[src/rtl/pss_pkg.sv]
// Types and constants shared by the parameter save scheduler modules.
`default_nettype none

package pss_pkg;

  localparam int unsigned CFG_WIDTH  = 32;
  localparam int unsigned GEN_FIELD  = 16;
  localparam int unsigned COUNT_WIDTH = 32;

  localparam logic [CFG_WIDTH-1:0] RETRY_RESET_MS = 32'd5000;

  typedef enum logic [1:0] {
    KIND_TICK   = 2'd0,
    KIND_CHANGE = 2'd1,
    KIND_DONE   = 2'd2,
    KIND_NONE   = 2'd3
  } pss_kind_e;

  typedef enum logic [1:0] {
    CFG_MIN_INTERVAL = 2'd0,
    CFG_STABLE_DELAY = 2'd1,
    CFG_RETRY_DELAY  = 2'd2
  } pss_cfg_idx_e;

  typedef struct packed {
    pss_kind_e              kind;
    logic                   done_ok;
    logic [GEN_FIELD-1:0]   done_generation;
  } pss_in_t;

  typedef struct packed {
    logic                   save_request;
    logic [GEN_FIELD-1:0]   request_generation;
    logic                   dirty_flag;
    logic                   busy_flag;
    logic                   failed_flag;
    logic [COUNT_WIDTH-1:0] change_total;
    logic [COUNT_WIDTH-1:0] save_total;
  } pss_out_t;

  typedef struct packed {
    logic [CFG_WIDTH-1:0] min_save_interval_ms;
    logic [CFG_WIDTH-1:0] stable_delay_ms;
    logic [CFG_WIDTH-1:0] retry_wait_ms;
  } pss_cfg_t;

endpackage

`default_nettype wire

[src/rtl/pss_cfg.sv]
// Configuration register file of the parameter save scheduler.
`default_nettype none

module pss_cfg
  import pss_pkg::*;
(
  input  wire logic                 clk_i,
  input  wire logic                 rst_ni,
  input  wire logic                 cfg_we_i,
  input  wire logic [1:0]           cfg_idx_i,
  input  wire logic [CFG_WIDTH-1:0] cfg_wdata_i,
  output pss_cfg_t                  cfg_o
);

  pss_cfg_t cfg_q, cfg_d;

  always_comb begin
    cfg_d = cfg_q;
    if (cfg_we_i) begin
      unique case (cfg_idx_i)
        CFG_MIN_INTERVAL: cfg_d.min_save_interval_ms = cfg_wdata_i;
        CFG_STABLE_DELAY: cfg_d.stable_delay_ms      = cfg_wdata_i;
        CFG_RETRY_DELAY:  cfg_d.retry_wait_ms        = cfg_wdata_i;
        default:          cfg_d                      = cfg_q;
      endcase
    end
  end

  always_ff @(posedge clk_i or negedge rst_ni) begin
    if (!rst_ni) begin
      cfg_q.min_save_interval_ms <= '0;
      cfg_q.stable_delay_ms      <= '0;
      cfg_q.retry_wait_ms        <= RETRY_RESET_MS;
    end else begin
      cfg_q <= cfg_d;
    end
  end

  assign cfg_o = cfg_q;

endmodule

`default_nettype wire

[src/rtl/pss_core.sv]
// Scheduler state and the per-transaction update logic.
`default_nettype none

module pss_core
  import pss_pkg::*;
#(
  parameter int unsigned TIME_WIDTH = 32,
  parameter int unsigned GEN_WIDTH  = 16
) (
  input  wire logic     clk_i,
  input  wire logic     rst_ni,
  input  wire logic     fire_i,
  input  wire pss_in_t  item_i,
  input  wire pss_cfg_t cfg_i,
  output pss_out_t      res_o
);

  localparam int unsigned CMP_WIDTH = (TIME_WIDTH > CFG_WIDTH) ? TIME_WIDTH : CFG_WIDTH;

  logic                   dirty_q, dirty_d;
  logic                   busy_q, busy_d;
  logic                   failed_q, failed_d;
  logic [GEN_WIDTH-1:0]   gen_q, gen_d;
  logic [COUNT_WIDTH-1:0] chg_cnt_q, chg_cnt_d;
  logic [COUNT_WIDTH-1:0] save_cnt_q, save_cnt_d;
  logic [TIME_WIDTH-1:0]  ms_chg_q, ms_chg_d;
  logic [TIME_WIDTH-1:0]  ms_save_q, ms_save_d;
  logic [TIME_WIDTH-1:0]  ms_fail_q, ms_fail_d;

  logic [TIME_WIDTH-1:0]  ms_chg_inc, ms_save_inc, ms_fail_inc;
  logic                   interval_ok, stable_ok, retry_ok;
  logic                   req;

  assign ms_chg_inc  = (&ms_chg_q)  ? ms_chg_q  : ms_chg_q  + 1'b1;
  assign ms_save_inc = (&ms_save_q) ? ms_save_q : ms_save_q + 1'b1;
  assign ms_fail_inc = (&ms_fail_q) ? ms_fail_q : ms_fail_q + 1'b1;

  assign interval_ok = (save_cnt_q == '0) ||
                       (CMP_WIDTH'(ms_save_inc) >= CMP_WIDTH'(cfg_i.min_save_interval_ms));
  assign stable_ok   = CMP_WIDTH'(ms_chg_inc) >= CMP_WIDTH'(cfg_i.stable_delay_ms);
  assign retry_ok    = !failed_q ||
                       (CMP_WIDTH'(ms_fail_inc) >= CMP_WIDTH'(cfg_i.retry_wait_ms));

  always_comb begin
    dirty_d    = dirty_q;
    busy_d     = busy_q;
    failed_d   = failed_q;
    gen_d      = gen_q;
    chg_cnt_d  = chg_cnt_q;
    save_cnt_d = save_cnt_q;
    ms_chg_d   = ms_chg_q;
    ms_save_d  = ms_save_q;
    ms_fail_d  = ms_fail_q;
    req        = 1'b0;
    unique case (item_i.kind)
      KIND_TICK: begin
        ms_chg_d  = ms_chg_inc;
        ms_save_d = ms_save_inc;
        ms_fail_d = ms_fail_inc;
        if (dirty_q && !busy_q && interval_ok && stable_ok && retry_ok) begin
          req    = 1'b1;
          busy_d = 1'b1;
        end
      end
      KIND_CHANGE: begin
        chg_cnt_d = chg_cnt_q + 1'b1;
        gen_d     = gen_q + 1'b1;
        dirty_d   = 1'b1;
        ms_chg_d  = '0;
      end
      KIND_DONE: begin
        if (busy_q) begin
          busy_d = 1'b0;
          if (!item_i.done_ok) begin
            failed_d  = 1'b1;
            dirty_d   = 1'b1;
            ms_fail_d = '0;
          end else begin
            failed_d   = 1'b0;
            ms_save_d  = '0;
            save_cnt_d = save_cnt_q + 1'b1;
            if (GEN_WIDTH'(item_i.done_generation) == gen_q) begin
              dirty_d = 1'b0;
            end
          end
        end
      end
      KIND_NONE: begin
        req = 1'b0;
      end
      default: begin
        req = 1'b0;
      end
    endcase
  end

  always_comb begin
    res_o.save_request       = req;
    res_o.request_generation = req ? GEN_FIELD'(gen_q) : '0;
    res_o.dirty_flag         = dirty_d;
    res_o.busy_flag          = busy_d;
    res_o.failed_flag        = failed_d;
    res_o.change_total       = chg_cnt_d;
    res_o.save_total         = save_cnt_d;
  end

  always_ff @(posedge clk_i or negedge rst_ni) begin
    if (!rst_ni) begin
      dirty_q    <= 1'b0;
      busy_q     <= 1'b0;
      failed_q   <= 1'b0;
      gen_q      <= '0;
      chg_cnt_q  <= '0;
      save_cnt_q <= '0;
      ms_chg_q   <= '0;
      ms_save_q  <= '0;
      ms_fail_q  <= '0;
    end else if (fire_i) begin
      dirty_q    <= dirty_d;
      busy_q     <= busy_d;
      failed_q   <= failed_d;
      gen_q      <= gen_d;
      chg_cnt_q  <= chg_cnt_d;
      save_cnt_q <= save_cnt_d;
      ms_chg_q   <= ms_chg_d;
      ms_save_q  <= ms_save_d;
      ms_fail_q  <= ms_fail_d;
    end
  end

endmodule

`default_nettype wire

[src/rtl/param_save_scheduler.sv]
// Top level of the parameter save scheduler.
// The input channel (in_valid_i, in_ready_o, in_data_i) carries one transaction per event:
// a one-millisecond tick, a parameter change, or a save completion with its status and
// the generation tag that the finished save carried.
// The output channel (out_valid_o, out_ready_i, out_data_o) returns exactly one result
// transaction per input transaction, in order: whether a save starts now, its generation
// tag, the dirty, busy and failed flags, and the change and save totals.
// Configuration registers are written through cfg_we_i, cfg_idx_i and cfg_wdata_i; the
// user must write them only while no transaction is in flight, as the block does not enforce it.
// An accepted transaction is held in the input register, then the state update and the
// result are computed and captured in the result register, from which the receiver takes
// it. One transaction is accepted every cycle while the receiver does not stall; the rate
// is set by the combinational state update between the two registers.
// When the receiver stalls, the result register holds its contents and the input register
// keeps the next transaction, so in_ready_o drops only while both are full.
// Reset clears all flags, counters and elapsed-time counters, sets the retry delay to
// 5000 ms and the other delays to zero, and empties both registers.
`default_nettype none

module param_save_scheduler
  import pss_pkg::*;
#(
  parameter int unsigned TIME_WIDTH = 32,
  parameter int unsigned GEN_WIDTH  = 16
) (
  input  wire logic                 clk_i,
  input  wire logic                 rst_ni,
  input  wire logic                 in_valid_i,
  output logic                      in_ready_o,
  input  wire pss_in_t              in_data_i,
  output logic                      out_valid_o,
  input  wire logic                 out_ready_i,
  output pss_out_t                  out_data_o,
  input  wire logic                 cfg_we_i,
  input  wire logic [1:0]           cfg_idx_i,
  input  wire logic [CFG_WIDTH-1:0] cfg_wdata_i
);

  logic     in_valid_q, in_valid_d;
  pss_in_t  in_item_q;
  logic     out_valid_q, out_valid_d;
  pss_out_t out_data_q;
  logic     advance;
  logic     fire;
  pss_cfg_t cfg;
  pss_out_t res;

  pss_cfg u_cfg (
    .clk_i       (clk_i),
    .rst_ni      (rst_ni),
    .cfg_we_i    (cfg_we_i),
    .cfg_idx_i   (cfg_idx_i),
    .cfg_wdata_i (cfg_wdata_i),
    .cfg_o       (cfg)
  );

  pss_core #(
    .TIME_WIDTH (TIME_WIDTH),
    .GEN_WIDTH  (GEN_WIDTH)
  ) u_core (
    .clk_i  (clk_i),
    .rst_ni (rst_ni),
    .fire_i (fire),
    .item_i (in_item_q),
    .cfg_i  (cfg),
    .res_o  (res)
  );

  assign advance    = !out_valid_q || out_ready_i;
  assign fire       = in_valid_q && advance;
  assign in_ready_o = !in_valid_q || advance;

  always_comb begin
    in_valid_d  = in_ready_o ? in_valid_i : in_valid_q;
    out_valid_d = advance ? in_valid_q : out_valid_q;
  end

  always_ff @(posedge clk_i or negedge rst_ni) begin
    if (!rst_ni) begin
      in_valid_q  <= 1'b0;
      out_valid_q <= 1'b0;
    end else begin
      in_valid_q  <= in_valid_d;
      out_valid_q <= out_valid_d;
    end
  end

  always_ff @(posedge clk_i) begin
    if (in_valid_i && in_ready_o) begin
      in_item_q <= in_data_i;
    end
    if (fire) begin
      out_data_q <= res;
    end
  end

  assign out_valid_o = out_valid_q;
  assign out_data_o  = out_data_q;

endmodule

`default_nettype wire

[config.mk]
export PLATFORM = sky130hd
export DESIGN_NAME = param_save_scheduler
export DESIGN_NICKNAME = d
export VERILOG_FILES = /design/src/rtl/pss_pkg.sv /design/src/rtl/pss_cfg.sv /design/src/rtl/pss_core.sv /design/src/rtl/param_save_scheduler.sv
export SDC_FILE = /design/constraint.sdc
export NUM_CORES = 1
export LEC_CHECK = 0
export ABC_CLOCK_PERIOD_IN_PS = 8540
export BUFFER_PORTS_ARGS = -buffer_cell sky130_fd_sc_hd__buf_4
export CORE_MARGIN = 2
export CORE_UTILIZATION = 45
export DETAILED_ROUTE_END_ITERATION = 8
export GPL_TIMING_DRIVEN = 0
export PLACE_DENSITY = 0.69
export RECOVER_POWER = 100
export SLEW_MARGIN = 20
export SYNTH_ARGS = -nofsm -noshare
export SYNTH_HDL_FRONTEND = slang
export SYNTH_HIERARCHICAL = 1
export SYNTH_SLANG_ARGS = --single-unit
[constraint.sdc]
create_clock -name clk_i -period 8.54 [get_ports clk_i]
set_input_delay 1.281 -clock clk_i [delete_from_list [all_inputs] [get_ports clk_i]]
set_output_delay 1.281 -clock clk_i [all_outputs]
set_load 0.02 [all_outputs]
==> reports/metrics.yaml <==
worst_setup_path:
  arrival_ns: 6.28
  cp_max_fo: 10
  crit_type: "flip-flop to flip-flop"
  cp.required_ns: 8.87
  crit_path_end_kind: "flip-flop"
  worst_setup_path_start_kind: "flip-flop"
synthesis:
  synth_edf_count: 103
  yosysWarnings: 6
  ys_seq_area_share_pct: 47.5
  yosys.area.top_type_share_pct: 32.2
  ys_top_cells_by_area: "dfrtp_1 (32%), edfxtp_1 (15%), xnor2_1 (7.0%)"
  synth_cells: 1980
  synthArstFlopShare_pct: 72.9
  avgSynthCellArea_um2: 10.7
  synth_ff_type: "dfrtp_1"
  yosysMostFrequentCell: "dfrtp_1"
  ys_ff_latch: 380
  synth_cell_types: 93
  syn-cell-area_um2: 21100
  synth_nets: 2144
  synth_common_cells: "dfrtp_1 (272), xnor2_1 (169), nand2_1 (168)"
  synth_top_cell_by_area: "dfrtp_1"
outcome:
  status: "finished with violations"
  violations: "capacitance limit, slew limit"
die:
  row_count: 79
  die_h_um: 221
  pin_count: 144
  coreArea_um2: 46500
  dieArea_um2: 48700
  initial_utilization_pct: 45.5
  die_w_um: 221
clocking:
  cts_sinks: 380
  postCtsSetupRepairBufs: 0
  numCtsBuffers: 43
  cts_tree: "done"
  clkLatencyLatePin_ns: 0.58
  cts_buffer_depth: 3
  ctsResizeCount: 0
  root_buffer: "clkbuf_16"
  htree_levels: 2
  clk_pin_slew_ns: 0.06
  hold_buffers: 0
global_route:
  globalRouteTotalUtil_pct: 22.1
  grt_max_degree: 88
  antenna_found_initial: 0
  grt_overflow: 0
  grt_pass1_vias: 15705
  grt_pass1_wl_mm: 84.3
power_and_ir_drop:
  power.density_nw_per_um2: 197
  power.share.clock_pct: 39.9
  p_leak_nw: 10.4
  switching_share_pct: 27.2
  p_sw_mw: 1.28
  intPower_mw: 3.43
  p_comb_share_pct: 14.2
  pwr-share-seq_pct: 45.9
  ir_drop_uv: 152
detailed_routing:
  vias: 16128
  routed_wl_mm: 53.6
  firstDrtPassIters: 6
  avgViaCountPerCell: 5.73
  ant_nets: 0
  wl_per_cell_um: 19.1
  drtIter0Drc: 1474
  drc_errors: 0
finish:
  syn_to_final_growth_pct: 13.2
  drive_gt1_share_pct: 13.5
  antenna_cells: 0
  final_nets: 2336
timing:
  fin_crit_sh_pct: 69.6
  setup_viol: 0
  finalClockSkew_ns: 0.0169
  hold_viol_final: 0
  tightest_slew_ns: 3.50
  slew_violations: 249
  fmax_mhz: 168
  whs_ns: 0.498
  finalSetupTns_ns: 0
  relSlewSlack_pct: -133
  min_period_ns: 5.94
  rsz0062_at_grt: "false"
placement:
  port_buffers: 143
  gp_congestion: 0.911
  dp_hpwl_mm: 39.0
run:
  cap_violations: 5
min_path:
  hold_path.class: "flip-flop to flip-flop"
worst paths after layout:
kind                                startpoint                    end  slack (ns)  cells after the start
hold / removal                 u_cfg/cfg_o[95]        u_cfg/cfg_o[95]        0.50                      1
setup reg to reg           u_core/ms_save_q[0]         out_data_o[65]        2.60                     15
setup / recovery           u_core/ms_save_q[0]         out_data_o[65]        2.60                     15
hold reg to reg                u_cfg/cfg_o[95]        u_cfg/cfg_o[95]        0.50                      1
max in group asynchronous               rst_ni    u_core/ms_fail_q[7]        3.01                      3
min in group asynchronous               rst_ni  u_core/save_cnt_q[29]        1.89                      1
placed cells by master, fill, tap and decap left out, drive strengths merged, types with 22 or more instances in the layout:
| cell | synthesis | final |
|---|---|---|
| and4 | 25 | 25 |
| xor2 | 73 | 73 |
| o31ai | 34 | 34 |
| mux2 | 103 | 103 |
| clkbuf | 72 | 248 |
| nor2 | 73 | 73 |
| a31oi | 55 | 55 |
| buf | 38 | 62 |
| nand4 | 58 | 58 |
| nand3 | 79 | 79 |
| nor3 | 28 | 28 |
| o21ai | 93 | 93 |
| and3 | 40 | 40 |
| inv | 121 | 123 |
| and2 | 22 | 22 |
| a21oi | 61 | 61 |
| ha | 106 | 106 |
| xnor2 | 169 | 169 |
| nand2 | 168 | 168 |
| dfrtp | 272 | 272 |
| edfxtp | 103 | 103 |
worst max-delay path, stage by stage, from the launching register on:
cell and delay [ns]:
dfrtp_1 0.45, ha_1 0.24, nand2_1 0.13, or3_1 0.44, nor4_4 0.47, nand2_1 0.40
xnor2_1 0.27, ha_1 0.25, nand2b_1 0.13, a2111oi_0 0.44, a2111oi_0 0.19, o311a_1 0.42
o21ai_0 1.18, clkbuf_1 0.40, o31ai_1 0.12, buf_4 0.15
area by class of cell:
type	count	area, um^2
buffer	110	492
clock buffer	53	1140
clock inverter	26	284
fill	4233	22500
inverter	122	458
multi-input combinational	1368	9940
sequential	380	10000
tap	607	759
timing repair buffer	147	803
cell families (layout without fill, tap and decap cells):
group / count (synthesis) / after routing / synth area share (%)
buffers and inverters: 232 / 458 / 4.85
muxes: 103 / 103 / 5.49
DFF: 380 / 380 / 47.5
xor gates and xnor gates: 242 / 242 / 10.1
AOI/OAI and AO/OA: 345 / 345 / 10.7
and+or+nand+nor: 572 / 572 / 15.2
adders and majority gates: 106 / 106 / 6.28
stage by stage:
stage | instances | cell area (um^2) | util [%] | setup slack (ns) | power, mW
floorplan | 1980 | 21100 | - | 3.58 | 2.61
global placement | 2730 | 23000 | 49.4 | 1.67 | 2.85
detailed placement | 2734 | 23100 | 49.7 | 3.00 | 2.89
CTS | 2813 | 24500 | 52.8 | 2.97 | 4.79
global route | 2813 | 23900 | 51.5 | 2.06 | 4.93
finish | 2813 | 23900 | 51.5 | 2.60 | 4.71
routing by layer:
layer  GRT usage [%]  wire, um
met4            7.71      1780
met2            36.4     25500
met5               0         0
met1            29.4     22800
met3            4.12      3500
power groups by stage:
stage                     clock network, mW  logic [mW]  registers, mW
final                                  1.88       0.668           2.16
after global routing                   2.00       0.748           2.19
after CTS                              1.92       0.703           2.16
after detailed placement                  0       0.697           2.19
after global placement                    0       0.658           2.19
after floorplan                           0       0.414           2.20
sequential cells by signal, summed over array words and instances (netlist names):
| signal | count |
|---|---|
| u_core/gen_q | 16 |
| u_core/save_cnt_q | 32 |
| out_valid_o | 1 |
| u_cfg/cfg_o | 96 |
| in_valid_q | 1 |
| u_core/chg_cnt_q | 32 |
| u_core/busy_q | 1 |
| u_core/ms_fail_q | 32 |
| u_core/ms_save_q | 32 |
| u_core/ms_chg_q | 32 |
| u_core/dirty_q | 1 |
| in_item_q | 19 |
| out_data_o | 84 |
| u_core/failed_q | 1 |
No activity file was read; power rests on OpenSTA's default activity.
